[src/design/pncs_pkg.sv]
package pncs_pkg;

    // operation codes of an input item
    localparam logic OP_WRITE  = 1'b0;
    localparam logic OP_SEARCH = 1'b1;

    // only the upper six bits of each component ever reach a distance
    localparam int unsigned COMP_W  = 6;
    localparam int unsigned ENTRY_W = 3 * COMP_W;
    localparam int unsigned DIST_W  = 16;

    typedef logic [ENTRY_W-1:0] entry_t;
    typedef logic [DIST_W-1:0]  dist_t;

    // commands from the controller to the datapath
    typedef struct packed {
        logic start_search;
        logic wr_en;
        logic rd_en;
        logic out_load;
        logic out_search;
    } pncs_cmd_t;

    // status from the datapath to the controller
    typedef struct packed {
        logic scan_last;
    } pncs_stat_t;

    // saturate a search component to 255, keep bits 7..2
    function automatic logic [COMP_W-1:0] pncs_sat(input logic [9:0] v);
        logic [COMP_W-1:0] res;
        res = (|v[9:8]) ? {COMP_W{1'b1}} : v[7:2];
        return res;
    endfunction

    // weighted distance 3*dr^2 + 6*dg^2 + 2*db^2 on the truncated components
    function automatic dist_t pncs_dist(input entry_t a, input entry_t b);
        logic [COMP_W-1:0]   dr;
        logic [COMP_W-1:0]   dg;
        logic [COMP_W-1:0]   db;
        logic [2*COMP_W-1:0] sr;
        logic [2*COMP_W-1:0] sg;
        logic [2*COMP_W-1:0] sb;
        dr = (a[17:12] > b[17:12]) ? (a[17:12] - b[17:12]) : (b[17:12] - a[17:12]);
        dg = (a[11:6] > b[11:6]) ? (a[11:6] - b[11:6]) : (b[11:6] - a[11:6]);
        db = (a[5:0] > b[5:0]) ? (a[5:0] - b[5:0]) : (b[5:0] - a[5:0]);
        sr = (2*COMP_W)'(dr) * (2*COMP_W)'(dr);
        sg = (2*COMP_W)'(dg) * (2*COMP_W)'(dg);
        sb = (2*COMP_W)'(db) * (2*COMP_W)'(db);
        return DIST_W'(DIST_W'(sr) * DIST_W'(3))
             + DIST_W'(DIST_W'(sg) * DIST_W'(6))
             + DIST_W'(DIST_W'(sb) * DIST_W'(2));
    endfunction

endpackage

[src/design/pncs_ctrl.sv]
module pncs_ctrl
    import pncs_pkg::*;
(
    input  logic       clk,
    input  logic       rst_n,
    input  logic       in_valid,
    input  logic       opcode,
    input  logic       out_ready,
    input  pncs_stat_t stat,
    output logic       in_ready,
    output logic       out_valid,
    output pncs_cmd_t  cmd
);

    localparam logic [1:0] ST_IDLE   = 2'd0;
    localparam logic [1:0] ST_SCAN   = 2'd1;
    localparam logic [1:0] ST_DRAIN  = 2'd2;
    localparam logic [1:0] ST_FINISH = 2'd3;

    logic [1:0] state_reg;
    logic [1:0] state_next;
    logic       search_reg;
    logic       search_next;
    logic       out_valid_reg;
    logic       out_valid_next;
    logic       out_free;

    assign in_ready  = (state_reg == ST_IDLE);
    assign out_valid = out_valid_reg;
    assign out_free  = !out_valid_reg || out_ready;

    always_comb
    begin
        state_next     = state_reg;
        search_next    = search_reg;
        out_valid_next = out_valid_reg && !out_ready;
        cmd            = '0;
        cmd.out_search = search_reg;
        unique case (state_reg)
            ST_IDLE:
            begin
                if (in_valid)
                begin
                    search_next = (opcode == OP_SEARCH);
                    if (opcode == OP_SEARCH)
                    begin
                        cmd.start_search = 1'b1;
                        state_next       = ST_SCAN;
                    end
                    else
                    begin
                        cmd.wr_en  = 1'b1;
                        state_next = ST_FINISH;
                    end
                end
            end
            ST_SCAN:
            begin
                cmd.rd_en = 1'b1;
                if (stat.scan_last)
                begin
                    state_next = ST_DRAIN;
                end
            end
            ST_DRAIN:
            begin
                state_next = ST_FINISH;
            end
            ST_FINISH:
            begin
                if (out_free)
                begin
                    cmd.out_load   = 1'b1;
                    out_valid_next = 1'b1;
                    state_next     = ST_IDLE;
                end
            end
            default:
            begin
                state_next = ST_IDLE;
            end
        endcase
    end

    always_ff @(posedge clk or negedge rst_n)
    begin
        if (!rst_n)
        begin
            state_reg     <= ST_IDLE;
            search_reg    <= 1'b0;
            out_valid_reg <= 1'b0;
        end
        else
        begin
            state_reg     <= state_next;
            search_reg    <= search_next;
            out_valid_reg <= out_valid_next;
        end
    end

endmodule

[config.mk]
export PLATFORM = sky130hd
export DESIGN_NAME = pncs_ctrl
export DESIGN_NICKNAME = d
export VERILOG_FILES = /design/src/design/pncs_pkg.sv /design/src/design/pncs_ctrl.sv
export SDC_FILE = /design/constraint.sdc
export NUM_CORES = 1
export LEC_CHECK = 0
export BUFFER_PORTS_ARGS = -buffer_cell sky130_fd_sc_hd__buf_2
export CAP_MARGIN = 10
export CELL_PAD_IN_SITES_DETAIL_PLACEMENT = 1
export CELL_PAD_IN_SITES_GLOBAL_PLACEMENT = 2
export CORE_AREA = 5 5 42 44
export DETAILED_ROUTE_END_ITERATION = 16
export DIE_AREA = 0 0 47 49
export PLACE_DENSITY_LB_ADDON = 0.1
export SYNTH_ARGS = -nofsm -noshare
export SYNTH_HDL_FRONTEND = slang
export SYNTH_SLANG_ARGS = --single-unit
[constraint.sdc]
create_clock -name clk -period 1.45 [get_ports clk]
set_input_delay 0.0725 -clock clk [delete_from_list [all_inputs] [get_ports clk]]
set_output_delay 0.0725 -clock clk [all_outputs]
set_load 0.01 [all_outputs]
; ---- Word level (Yosys, flattened, before mapping)
; Index checks and enable logic that the tools add are counted.
; Widths: inputs -> output; s select.
[word_totals]
out_inout_bits = 7
reg_bits = 4
input_bits = 6
elab_cells = 30
[op_classes]
mux = 14
eq_ne = 6
reduce_logical = 7
[ops]
columns = cell, n
row1 = $mux 2, 6
row2 = $pmux 2 s4, 1
row3 = $mux 1, 7
row4 = $ne 2x2->1 const B, 3
row5 = $eq 2x2->1 const B, 2
row6 = $reduce_and 3->1, 1
row7 = $eq 2x1->1 const B, 1
row8 = $logic_not 1->1, 2
row9 = $logic_not 2->1, 1
row10 = $reduce_and 2->1, 1
row11 = $logic_and 1x1->1, 1
row12 = $logic_or 1x1->1, 1

; ---- Depth between registers and ports, before layout
[logic_depth]
word_depth = 4
depth_mapped = 5
ltp_nobuf = 5

; ---- Least setup slack after synthesis
; OpenSTA, ideal clock, no wires.
[synth_timing]
path_type = reg-to-reg
from = register state_reg[1]
to = register state_reg[0]
setup_slack_ns = 0.224
synth_period_minus_slack_ns = 1.226
n_path_buf = 0
required_time_ns = 1.371
arrival_ns = 1.147
path_stages_with_launch = 6
cell_sequence = dfrtp_1 inv_1 ha_1 inv_1 o221ai_4 mux2i_1
[synth_via]
elab_chain_len = 3
word_cells_on_any_way = 9
cone_classes = eq/ne (6) / mux (1) / reduce/logical (2)
[synth_lines]
columns = item, line
row1 = "start, declared", pncs_ctrl.sv:20  ; logic [1:0] state_reg;
row2 = "start signal, assigned", pncs_ctrl.sv:95  ; state_reg <= state_next;
row3 = $eq 2x2->1 (tied with other cells), pncs_ctrl.sv:39  ; unique case (state_reg)
row4 = $ne 2x2->1 (no source line), -
row5 = $reduce_and 3->1 (no source line), -
; Parallel ways exist; a longest one is shown, timed or not.
; A chain may end at the register's enable or synchronous reset.

==> metrics.md <==
| Metric | Value |
|---|---|
| Setup TNS after final layout | 0 ns |
| Via count | 237 |
| Largest net degree at the start of global routing | 8 |
| Worst Path Required | 1.38 ns |
| Tightest Hold Check Type | input pin to flop |
| Wire length after detailed routing | 567 um |
| Area growth from synthesis to layout | 41.2% |
| Effective utilization at floorplan | 20.4% |
| Predominant post-synthesis flop cell | sky130_fd_sc_hd__dfrtp_1 |
| Unrepaired setup endpoints after global routing | false |
| Max-slew headroom | 86.9% |
| Rows | 14 |
| First drt pass iteration count | 1 |
| Worst Clk Skew | 0.00136 ns |
| Gate count of the mapped netlist | 27 |
| Final Cycle Share | 91.8% |
| Core region area | 1400 um^2 |
| First-pass GRT wire length | 1060 um |
| Chip width | 47 um |
| Post-synth top area share | 35.1% |
| Synthesized area divided by synthesized cell count | 10.6 um^2 |
| Minimum hold slack | 0.137 ns |
| Maximum level of the CTS H-tree | 1 |
| Share of flip-flops with an asynchronous set or reset after synthesis | 100% |
| Number of flops mapped to enable cells by yosys | 0 |
| DRT iter0 DRCs | 0 |
| Share of post-route cells with drive strength above 1 | 45.2% |
| CTS tree | done |
| Max-slew violations | 0 |
| Number of antenna violations at the first check in global routing | 0 |
| Leading post-synthesis cells by instance count | sky130_fd_sc_hd__dfrtp_1 (4), sky130_fd_sc_hd__ha_1 (4), sky130_fd_sc_hd__inv_1 (4) |
| Number of failing setup endpoints in the final timing report | 0 |
| Area of the die | 2300 um^2 |
| Area of the mapped netlist | 285 um^2 |
| Crit Path Max Fanout | 7 |
| Leakage power figure | 0.218 nW |
| Fin. Hold Viols | 0 |
| Overall routing resource usage | 6.77% |
| Post-route ant nets | 0 |
| CTS Sinks | 4 |
| Number of maximum-capacitance violations | 0 |
| Port Buffer Count | 12 |
| Peak VDD IR | 408 uV |
| Number of synthesis warnings | 0 |
| Gr ovfl total | 0 |
| Run status | finished clean |
| Average vias per placed instance | 4.09 |
| Clock latency of the later-clocked register in the worst-skew pair | 0.23 ns |
| CTS clock-pin slew for the worst setup and hold paths | 0.04 ns |
| Cell taking the most area after synthesis | sky130_fd_sc_hd__dfrtp_1 |
| Detail Placement HPWL | 532 um |
| Power density over cell area | 2050 nW/um^2 |
| Type of element capturing the critical path | primary output |
| Top cells by area, synth | sky130_fd_sc_hd__dfrtp_1 (35%), sky130_fd_sc_hd__ha_1 (18%), sky130_fd_sc_hd__o221ai_4 (9.2%) |
| Startpoint type of the worst setup path | flop |
| Y dimension of the die | 49 um |
| Worst Tran Pin Value | 0.197 ns |
| Final weighted congestion in routability-driven placement | 0.617 |
| Antenna fix cells | 0 |
| Maximum clock path buffer count | 2 |
| Clock period minus worst slack | 1.33 ns |
| Post-synthesis sequential element count | 4 |
| Number of buffers created by CTS | 3 |
| Drt wl/cell | 9.78 um |
| Arr. time, crit path | 1.26 ns |
| Unique cell type count in the Yosys netlist | 14 |
| Number of DRC violations after detailed routing | 0 |
| Count of nets after finishing | 54 |
| IO Count | 13 |
| Timing-limited maximum frequency | 751 MHz |
| Critical setup path kind | flop to primary output |
| Number of global-route vias before repair | 252 |
| Clock root buffer | sky130_fd_sc_hd__clkbuf_4 |
| Max reg flops | 2 |
| Total nets after synthesis | 37 |
| Sequential element share of the synthesized area | 35.1% |
[critical path: stages, from the launching register on]
cell and delay [ns]:
sky130_fd_sc_hd__dfrtp_1 0.39, sky130_fd_sc_hd__inv_1 0.14, sky130_fd_sc_hd__ha_4 0.19, sky130_fd_sc_hd__and3_1 0.17, sky130_fd_sc_hd__buf_2 0.13
[routing by layer]
| metal | global-route usage (%) | vias to the layer above | share of wire (%) |
|---|---|---|---|
| met1 | 7.73 | 106 | 36 |
| li1 | - | 117 | - |
| met4 | 5.53 | 0 | 2.6 |
| met5 | 0 | - | 0 |
| met3 | 3.69 | 2 | 13 |
| met2 | 8.82 | 12 | 48 |
[through the flow]
stage | instance area [um^2] | setup slack, ns | utilization [%] | instances | power (W)
after floorplan | 285 | 0.224 | - | 27 | 0.000549
after global routing | 403 | 0.0163 | 28.7 | 58 | 0.000912
after detailed placement | 358 | 0.158 | 25.5 | 54 | 0.000668
final | 403 | 0.119 | 28.7 | 58 | 0.000827
after CTS | 393 | 0.0555 | 28.0 | 58 | 0.000823
after global placement | 358 | 0.149 | 25.5 | 54 | 0.000669
[placed cells by master (no fill, tap or decap), types with 2 or more instances in the layout]
master / count
sky130_fd_sc_hd__buf_2: 12
sky130_fd_sc_hd__mux2i_1: 2
sky130_fd_sc_hd__nor2_1: 2
sky130_fd_sc_hd__ha_1: 3
sky130_fd_sc_hd__clkbuf_4: 3
sky130_fd_sc_hd__inv_1: 4
sky130_fd_sc_hd__dfrtp_1: 4
sky130_fd_sc_hd__nand2_1: 3
[path summary, 6_finish.rpt]
| kind | depth (start not counted) | to | start | slack [ns] |
|---|---|---|---|---|
| min in group asynchronous | 2 | search_reg$_DFFE_PN0P_ | rst_n | 0.18 |
| max reg2reg | 5 | state_reg[1]$_DFFE_PN0P_ | state_reg[1]$_DFFE_PN0P_ | 0.16 |
| min reg2reg | 1 | search_reg$_DFFE_PN0P_ | search_reg$_DFFE_PN0P_ | 0.46 |
| max | 4 | cmd[4] | state_reg[0]$_DFFE_PN0P_ | 0.12 |
| max in group asynchronous | 2 | state_reg[1]$_DFFE_PN0P_ | rst_n | 1.15 |
| min | 3 | out_valid$_DFF_PN0_ | out_ready | 0.14 |
[power by group]
group | internal [W] | switching [W] | total, W
combinational | 0.000223 | 0.000252 | 0.000476
sequential | 0.000172 | 0.0000422 | 0.000214
clock | 0.0000926 | 0.0000451 | 0.000138
[cell families after synthesis]
| kind of cell | count (synthesis) | share of synthesized area [%] |
|---|---|---|
| muxes | 2 | 7.02 |
| buffers and inverters | 5 | 7.89 |
| AOI/OAI and AO/OA | 3 | 13.6 |
| adders and majority gates | 4 | 17.5 |
| DFF | 4 | 35.1 |
| and+or+nand+nor | 9 | 18.9 |
[layout make-up]
class | instances | area, um^2
Fill cell | 175 | 998
Tap cell | 16 | 20.0
Multi-Input combinational cell | 18 | 175
Inverter | 4 | 15.0
Timing Repair Buffer | 13 | 70.1
Clock buffer | 3 | 22.5
Sequential cell | 4 | 100
[what timing repair did]
item,in CTS,in global routing
hold buffers,1,0
gates resized for setup,1,1
setup endpoints to repair,1,2
endpoints found under the hold margin,4,0
buffers inserted,0,0
Note: power is estimated with default switching activity, not from simulation.
