==> src/design/pncs_pkg.sv <==
package pncs_pkg;

    // operation codes of an input item
    localparam logic OP_WRITE  = 1'b0;
    localparam logic OP_SEARCH = 1'b1;

    // only the upper six bits of each component ever reach a distance
    localparam int unsigned COMP_W  = 6;
    localparam int unsigned ENTRY_W = 3 * COMP_W;
    localparam int unsigned DIST_W  = 16;

    typedef logic [ENTRY_W-1:0] entry_t;
    typedef logic [DIST_W-1:0]  dist_t;

    // commands from the controller to the datapath
    typedef struct packed {
        logic start_search;
        logic wr_en;
        logic rd_en;
        logic out_load;
        logic out_search;
    } pncs_cmd_t;

    // status from the datapath to the controller
    typedef struct packed {
        logic scan_last;
    } pncs_stat_t;

    // saturate a search component to 255, keep bits 7..2
    function automatic logic [COMP_W-1:0] pncs_sat(input logic [9:0] v);
        logic [COMP_W-1:0] res;
        res = (|v[9:8]) ? {COMP_W{1'b1}} : v[7:2];
        return res;
    endfunction

    // weighted distance 3*dr^2 + 6*dg^2 + 2*db^2 on the truncated components
    function automatic dist_t pncs_dist(input entry_t a, input entry_t b);
        logic [COMP_W-1:0]   dr;
        logic [COMP_W-1:0]   dg;
        logic [COMP_W-1:0]   db;
        logic [2*COMP_W-1:0] sr;
        logic [2*COMP_W-1:0] sg;
        logic [2*COMP_W-1:0] sb;
        dr = (a[17:12] > b[17:12]) ? (a[17:12] - b[17:12]) : (b[17:12] - a[17:12]);
        dg = (a[11:6] > b[11:6]) ? (a[11:6] - b[11:6]) : (b[11:6] - a[11:6]);
        db = (a[5:0] > b[5:0]) ? (a[5:0] - b[5:0]) : (b[5:0] - a[5:0]);
        sr = (2*COMP_W)'(dr) * (2*COMP_W)'(dr);
        sg = (2*COMP_W)'(dg) * (2*COMP_W)'(dg);
        sb = (2*COMP_W)'(db) * (2*COMP_W)'(db);
        return DIST_W'(DIST_W'(sr) * DIST_W'(3))
             + DIST_W'(DIST_W'(sg) * DIST_W'(6))
             + DIST_W'(DIST_W'(sb) * DIST_W'(2));
    endfunction

endpackage

==> src/design/pncs_dpath.sv <==
module pncs_dpath
    import pncs_pkg::*;
#(
    parameter int unsigned PALETTE_ENTRIES = 256
)
(
    input  logic       clk,
    input  logic       rst_n,
    input  pncs_cmd_t  cmd,
    input  logic [7:0] entry_index,
    input  logic [9:0] red,
    input  logic [9:0] green,
    input  logic [9:0] blue,
    output pncs_stat_t stat,
    output logic [7:0] nearest_index
);

    localparam int unsigned IDX_W = $clog2(PALETTE_ENTRIES);

    entry_t             mem [PALETTE_ENTRIES];
    logic [PALETTE_ENTRIES-1:0] vld_reg;

    logic [IDX_W-1:0] rd_addr_reg;
    entry_t           rd_data_reg;
    logic             rd_vld_reg;
    logic             cmp_en_reg;
    logic [IDX_W-1:0] cmp_idx_reg;
    entry_t           key_reg;
    dist_t            best_dist_reg;
    logic [IDX_W-1:0] best_idx_reg;
    logic [7:0]       echo_reg;
    logic [7:0]       result_reg;

    logic             wr_in_range;
    logic [IDX_W-1:0] wr_addr;
    entry_t           cmp_entry;
    dist_t            cmp_dist;

    assign wr_in_range    = ({1'b0, entry_index} < 9'(PALETTE_ENTRIES));
    assign wr_addr        = entry_index[IDX_W-1:0];
    assign stat.scan_last = (rd_addr_reg == IDX_W'(PALETTE_ENTRIES - 1));

    // entries never written read as zero
    assign cmp_entry = rd_vld_reg ? rd_data_reg : '0;
    assign cmp_dist  = pncs_dist(cmp_entry, key_reg);

    assign nearest_index = result_reg;

    // palette store, one write port and one registered read port
    always_ff @(posedge clk)
    begin
        if (cmd.wr_en && wr_in_range)
        begin
            mem[wr_addr] <= {red[7:2], green[7:2], blue[7:2]};
        end
        if (cmd.rd_en)
        begin
            rd_data_reg <= mem[rd_addr_reg];
        end
    end

    always_ff @(posedge clk or negedge rst_n)
    begin
        if (!rst_n)
        begin
            vld_reg     <= '0;
            rd_vld_reg  <= 1'b0;
            cmp_en_reg  <= 1'b0;
            rd_addr_reg <= '0;
        end
        else
        begin
            if (cmd.wr_en && wr_in_range)
            begin
                vld_reg[wr_addr] <= 1'b1;
            end
            cmp_en_reg <= cmd.rd_en;
            if (cmd.rd_en)
            begin
                rd_vld_reg <= vld_reg[rd_addr_reg];
            end
            priority if (cmd.start_search)
            begin
                rd_addr_reg <= '0;
            end
            else if (cmd.rd_en)
            begin
                rd_addr_reg <= rd_addr_reg + IDX_W'(1);
            end
        end
    end

    always_ff @(posedge clk)
    begin
        if (cmd.rd_en)
        begin
            cmp_idx_reg <= rd_addr_reg;
        end
        if (cmd.wr_en)
        begin
            echo_reg <= entry_index;
        end
        priority if (cmd.start_search)
        begin
            key_reg       <= {pncs_sat(red), pncs_sat(green), pncs_sat(blue)};
            best_dist_reg <= '1;
            best_idx_reg  <= '0;
        end
        else if (cmp_en_reg && (cmp_dist < best_dist_reg))
        begin
            best_dist_reg <= cmp_dist;
            best_idx_reg  <= cmp_idx_reg;
        end
        if (cmd.out_load)
        begin
            result_reg <= cmd.out_search ? 8'(best_idx_reg) : echo_reg;
        end
    end

endmodule

==> config.mk <==
export PLATFORM = sky130hd
export DESIGN_NAME = pncs_dpath
export DESIGN_NICKNAME = d
export VERILOG_FILES = /design/src/design/pncs_pkg.sv /design/src/design/pncs_dpath.sv
export SDC_FILE = /design/constraint.sdc
export NUM_CORES = 2
export LEC_CHECK = 0
export BUFFER_PORTS_ARGS = -buffer_cell sky130_fd_sc_hd__buf_2
export CORE_ASPECT_RATIO = 0.6
export CORE_MARGIN = 3
export CORE_UTILIZATION = 35
export CTS_CLUSTER_SIZE = 24
export DETAILED_ROUTE_END_ITERATION = 8
export PLACE_DENSITY_LB_ADDON = 0.1
export SLEW_MARGIN = 10
export SYNTH_ARGS = -nofsm -noshare
export SYNTH_HDL_FRONTEND = slang
export SYNTH_MEMORY_MAX_BITS = 65536
export SYNTH_SLANG_ARGS = --single-unit
==> constraint.sdc <==
create_clock -name clk -period 10.3 [get_ports clk]
set_input_delay 1.03 -clock clk [delete_from_list [all_inputs] [get_ports clk]]
set_output_delay 1.03 -clock clk [all_outputs]
set_load 0.005 [all_outputs]
======== Word level (Yosys, flattened, before mapping) ========
Memory sizes are Yosys's and may differ from the RTL's. A register that Yosys moved wholly into a read port is not among the register bits.
Cells that the tools add are included.
storage, ports and cells
  register bits after elaboration ......... 332
  memory bits (writable) .................. 4608
  bits of input ports ..................... 45
  output and inout port bits .............. 9
  word-level logic and storage cells ...... 55
  memories ................................ 1
cells by class
  add/sub/neg operators ................... 9
  $mul .................................... 5
  order comparisons ....................... 7
  equal/unequal tests ..................... 1
  multiplexer cells ....................... 13
  bitwise logic cells ..................... 1
  reduce and logical (&&, ||, !) cells .... 6
memory list
  name  words  bits a word  rd ports  clocked after Yosys merged registers in  write ports  RTL line          text
  mem   256    18           1         1                                        1            pncs_dpath.sv:20  entry_t mem [PALETTE_ENTRIES];
operator list
  kind                     count
  $or A256 B256 Y256       1
  $mul A6 B6 Y12           3
  $sub A6 B6 Y6            6
  $mul A12 B2 Y14 const B  2
  $mux W8                  3
  $gt A6 B6 Y1             3
  $lt A8 B9 Y1 const B     2
  $mux W18                 1
  $mux W6                  3
  $add A14 B15 Y16         1
  $add A16 B13 Y16         1
  $lt A16 B16 Y1           1
  $add A8 B1 Y8 const B    1
  $bmux W1 S8              1
  $demux W1 S8             1
  $eq A8 B8 Y1 const B     1
  $ge A8 B1 Y1 const B     1
  $reduce_or A2 Y1         3
  $mux W1                  4
  $logic_and A1 B1 Y1      2
  $reduce_bool A2 Y1       1

======== Logic depth before layout (Yosys ltp) ========
  depth after elaboration ................. 9
  mapped depth ............................ 46
  depth with buffers taken out ............ 42

======== Worst setup path before layout ========
No wires, ideal clock.
  kind .................................... register to register
  from .................................... reg rd_vld_reg
  to ...................................... reg best_idx_reg[0]
  setup time .............................. 0.128 ns
  arrival ................................. 9.940 ns
  required time ........................... 10.172 ns
  path slack .............................. 0.232 ns
  stages on the path, launching flop included .. 45
  buffers on the path ..................... 4
  period minus slack after synthesis ...... 10.068 ns
  cell sequence ........................... dfrtp_1 clkbuf_1 clkbuf_1 nand2_1 ha_1 inv_1 fa_1 a211oi_1 o21ai_0 nand2_1 mux2_2 o2111ai_1 nor3b_1 nand2b_1 fa_1 fa_1 inv_1 fa_1 [9 not listed] fa_1 fa_1 inv_1 ha_1 nand3_1 o31ai_1 nand2b_1 a21oi_1 xnor2_1 ha_1 and3_1 nand2_1 nand4b_1 a31oi_1 clkbuf_1 buf_1 mux2i_1 nor2_1
between the ends
  cells in the longest elaborated chain, start to end .. 9
  elaborated cells between the ends (all ways) .. 22
  those cells by class .................... add/sub: 8; mul: 5; order compare: 4; mux: 4; reduce/logical: 1
ends and longest elaborated chain
  item                                       RTL line                        text
  start, declared                            pncs_dpath.sv:25                logic rd_vld_reg;
  start signal, assigned                     pncs_dpath.sv:80                rd_vld_reg <= vld_reg[rd_addr_reg];
  $mux W18 (*)                               pncs_dpath.sv:44                assign cmp_entry = rd_vld_reg ? rd_data_reg : '0;
  $sub A6 B6 Y6 (tied with other cells)      pncs_pkg.sv:44                  dr = (a[17:12] > b[17:12]) ? (a[17:12] - b[17:12]) : (b[17:12] - a[17:12]);
  $mux W6, on equally long branches          pncs_pkg.sv:44, pncs_pkg.sv:45
  $mul A6 B6 Y12, on equally long branches   pncs_pkg.sv:47, pncs_pkg.sv:48
  $mul A12 B2 Y14, on equally long branches  pncs_pkg.sv:50, pncs_pkg.sv:51
  $add A14 B15 Y16                           pncs_pkg.sv:51                  + DIST_W'(DIST_W'(sg) * DIST_W'(6))
  $add A16 B13 Y16 (*)                       pncs_pkg.sv:52                  + DIST_W'(DIST_W'(sb) * DIST_W'(2));
  named net cmp_dist[14]                     pncs_dpath.sv:37                dist_t cmp_dist;
  $lt A16 B16 Y1 (*)                         pncs_dpath.sv:109               else if (cmp_en_reg && (cmp_dist < best_dist_reg))
  $logic_and A1 B1 Y1 (*)                    pncs_dpath.sv:109
  end signal, assigned                       pncs_dpath.sv:112               best_idx_reg <= cmp_idx_reg;
  end, declared                              pncs_dpath.sv:30                logic [IDX_W-1:0] best_idx_reg;
The timed path passes the listed nets; every way through them passes the cells marked *.
A chain may end at the register's enable or synchronous reset.

======== Final worst setup path ========
  from .................................... reg rd_vld_reg
  to ...................................... reg best_dist_reg[5]
between the ends
  cells in the longest elaborated chain, start to end .. 9
  elaborated cells between the ends (all ways) .. 22
  those cells by class .................... add/sub: 8; mul: 5; order compare: 4; mux: 4; reduce/logical: 1
ends and longest elaborated chain
  item                                       RTL line                        text
  $mux W18 (*)                               pncs_dpath.sv:44
  $sub A6 B6 Y6 (tied with other cells)      pncs_pkg.sv:44
  $mux W6, on equally long branches          pncs_pkg.sv:44, pncs_pkg.sv:45
  $mul A6 B6 Y12, on equally long branches   pncs_pkg.sv:47, pncs_pkg.sv:48
  $mul A12 B2 Y14, on equally long branches  pncs_pkg.sv:50, pncs_pkg.sv:51
  $add A14 B15 Y16                           pncs_pkg.sv:51
  $add A16 B13 Y16 (*)                       pncs_pkg.sv:52
  named net cmp_dist[13]                     pncs_dpath.sv:37
  $lt A16 B16 Y1 (*)                         pncs_dpath.sv:109
  $logic_and A1 B1 Y1 (*)                    pncs_dpath.sv:109
  end signal, assigned                       pncs_dpath.sv:111               best_dist_reg <= cmp_dist;
  end, declared                              pncs_dpath.sv:29                dist_t best_dist_reg;
Marked as above.

==> impl_metrics.tcl <==
set metrics [dict create \
    crit_fanout 14 \
    placed_area_um2 207000 \
    reg2reg_from "rd_vld_reg" \
    cts_tree "built" \
    num_rows 211 \
    yosys_register_bits 4958 \
    setup_viol 0 \
    hpwlAfterDp_um 342000 \
    grt_max_degree 175 \
    cts_buffers 462 \
    layout_common_cells "4668 x edfxtp_1, 1485 x mux4_2, 469 x clkbuf_16, 416 x buf_4, 264 x or2_2" \
    ir_worst_vdd_uv 2940 \
    clockBufferDepth 4 \
    grt_pass1_wl_um 814000 \
    finalCritPeriodShare_pct 95.7 \
    die_area_um2 565000 \
    cts.sink_count 4958 \
    power.density_nw_per_um2 273 \
    clkTransAtPathRegs_ns 0.07 \
    crit_end "best_dist_reg[5]" \
    hold_slack_ns 0.415 \
    maxClockFrequency_mhz 101 \
    cp-end-kind "flip-flop" \
    hold_path_class "input pin to flip-flop" \
    critPathLaunchType "flip-flop" \
    syn2layout_area_growth_pct 14.0 \
    routed_wl_um 594000 \
    synth_top_cell_by_area "edfxtp_1" \
    slowest_delay_ns 0.68 \
    ys_warn_count 0 \
    drc_errors 0 \
    crit_arrival_ns 10.72 \
    cts-root-buf "clkbuf_16" \
    h-tree-depth 5 \
    core_area_um2 552000 \
    drt_pre_antenna_iters 6 \
    place_congestion 0.798 \
    first_iter_violations 12400 \
    required_ns 11.17 \
    grt_pass1_vias 94700 \
    synth.yosys.seq_area_share_pct 75.7 \
    synthXorXnorAreaFrac_pct 0.300 \
    yosysUniqueCellTypes 70 \
    r2r_slack_ns 0.44 \
    synth_top_family_by_area "multiplexers" \
    skew_ns 0.0456 \
    crit_start "rd_vld_reg" \
    max-cap-violations 0 \
    synth-simple-area-share_pct 2.27 \
    synth_fa_ha_area_share_pct 1.28 \
    synthArstFlopShare_pct 5.37 \
    antenna_found_initial 57 \
    largest_reg_flops 4608 \
    overflow 0 \
    min_period_ns 9.86 \
    max_slew_margin_pct 5.17 \
    worstMarginPinSlew_ns 1.42 \
    vias 93600 \
    synth_cells 8620 \
    synth_area_per_cell_um2 22.6 \
    fillCellCount 48400 \
    outcome "complete, no violations" \
    synth_area_leaders "edfxtp_1 72%, mux4_2 17%, dfrtp_1 3.4%" \
    synth_compound_area_share_pct 1.47 \
    fin_nets 9350 \
    postLayoutCellArea_um2 222000 \
    ant_nets 0 \
    slowest_stage "or4b_2" \
    power.leakage_nw 69.9 \
    maxSlewViolCount 0 \
    globalRouteTotalUtil_pct 20.7 \
    initial_core_util_pct 35.2 \
    rr_worst_depth 43 \
    wire_per_inst_um 35.2 \
    mostFrequentLayoutCell "edfxtp_1" \
    netlist_area_um2 195000 \
    path_class "flip-flop to flip-flop" \
    synthMuxAreaShare_pct 17.6 \
    final_hold_viol_count 0 \
    synthFlopType "edfxtp_1" \
    fp.dieH_um 584 \
    worstSkewPairLatency_ns 0.97 \
    r2r-end "best_dist_reg[5]" \
    synth.top_cell.area_share_pct 72.0 \
    drive_above_1_share_pct 34.1 \
    synth_nets 8834 \
    avgViaCountPerCell 5.53 \
    die_w_um 969 \
    io_pins 54 \
    synth_edf_count 4668 \
    io_buffers 47 \
]
[per-stage QoR]
step                worst slack (ns)  power, W  TNS, ns  utilization, %  cells
finish                         0.445    0.0605        0            40.2  16900
global route                 -0.0239    0.0635   -0.131            40.2  16900
CTS                           0.0121    0.0597        0            40.1  16900
detailed placement            -0.146    0.0424    -2.38            37.4  16000
global placement              0.0303    0.0425        0            37.4  16000
floorplan                      0.232    0.0373        0               -   8620
[final cells by class]
type / instances / area (um2) / area share [%]
inverters: 132 / 495 / 0.223
clock buffers: 595 / 12300 / 5.57
clock inverters: 263 / 2410 / 1.09
flip-flops and latches: 4958 / 147000 / 66.4
multi-input cells: 3079 / 45700 / 20.6
diodes: 30 / 75.1 / 0.0338
well taps: 7348 / 9190 / 4.14
repair buffers: 503 / 4310 / 1.94
[worst min path at each step]
stage | end | slack, ns | start | depth (start not counted)
6_report | key_reg[12] | 0.42 | red[8] | 2
5_1_grt | nearest_index[6] | 0.35 | cmd[1] | 1
4_1_cts | nearest_index[6] | 0.34 | cmd[1] | 1
3_5_place_dp | vld_reg[50] | 0.45 | vld_reg[50] | 1
3_3_place_gp | vld_reg[237] | 0.44 | vld_reg[237] | 1
2_1_floorplan | cmp_idx_reg[4] | 0.42 | rd_addr_reg[4] | 0
[cells in the mapped netlist (6+ instances only)]
library cell     n
or3_1           28
dfrtp_1        266
ha_1           119
a21oi_1         64
a22oi_1         76
buf_1           35
o21bai_1         8
nand2b_1        13
nand3_1         42
a221oi_1        33
o211ai_1         6
a211oi_1        19
nor3_1          14
buf_4           43
a21o_1          30
o21ai_0         28
o221ai_1         6
xnor2_1         46
a211o_1         17
mux2i_1         59
nor2b_1         34
inv_1          131
o22ai_1         26
buf_6           34
mux4_2        1485
or2_2          264
and2_1          10
a31oi_1         19
fa_1            50
edfxtp_1      4668
mux2_2          10
nand4_1         13
nand2_1         95
buf_2          118
a22o_1          36
clkbuf_1       221
dfxtp_1         24
xor2_1          18
nor2_1         358
[worst max-delay path, delay by kind of cell, from the launching register on]
family          cells  cell delay (ns)
xor+xnor            2             0.46
flops               1             0.49
fa+ha+maj           9             3.67
buf+inv             8             0.89
compound gates     11             1.87
simple gates       13             2.36
[report_power, final]
part	total (W)	internal [W]	switching (W)	leakage, nW
Clock	0.0171	0.00941	0.00768	7.23
Sequential	0.0223	0.0222	0.0000895	45.8
Combinational	0.0211	0.00968	0.0114	16.8
[cell families after synthesis]
kind of cell             count (synthesis)
AO/OA/AOI/OAI                          398
AND/OR/NAND/NOR                        893
buffers and inverters                  583
adder cells (fa/ha/maj)                169
flip-flops                            4958
multiplexers                          1554
XOR/XNOR                                65
[layer usage]
metal	vias up	GRT usage, %	routed length [um]
met5	-	0.0931	123
met4	10	3.81	12200
met3	675	6.40	57200
met2	3541	28.6	246000
met1	52100	32.4	279000
li1	37300	-	-
[timing repair]
item	in CTS	in global routing
setup buffers	0	7
hold buffers	1	0
endpoints found under the hold margin	32	0
gates cloned	0	1
resized for setup	3	56
setup endpoints to repair	24	24
pin swaps	0	9
Note: power is estimated with default switching activity, not from simulation.
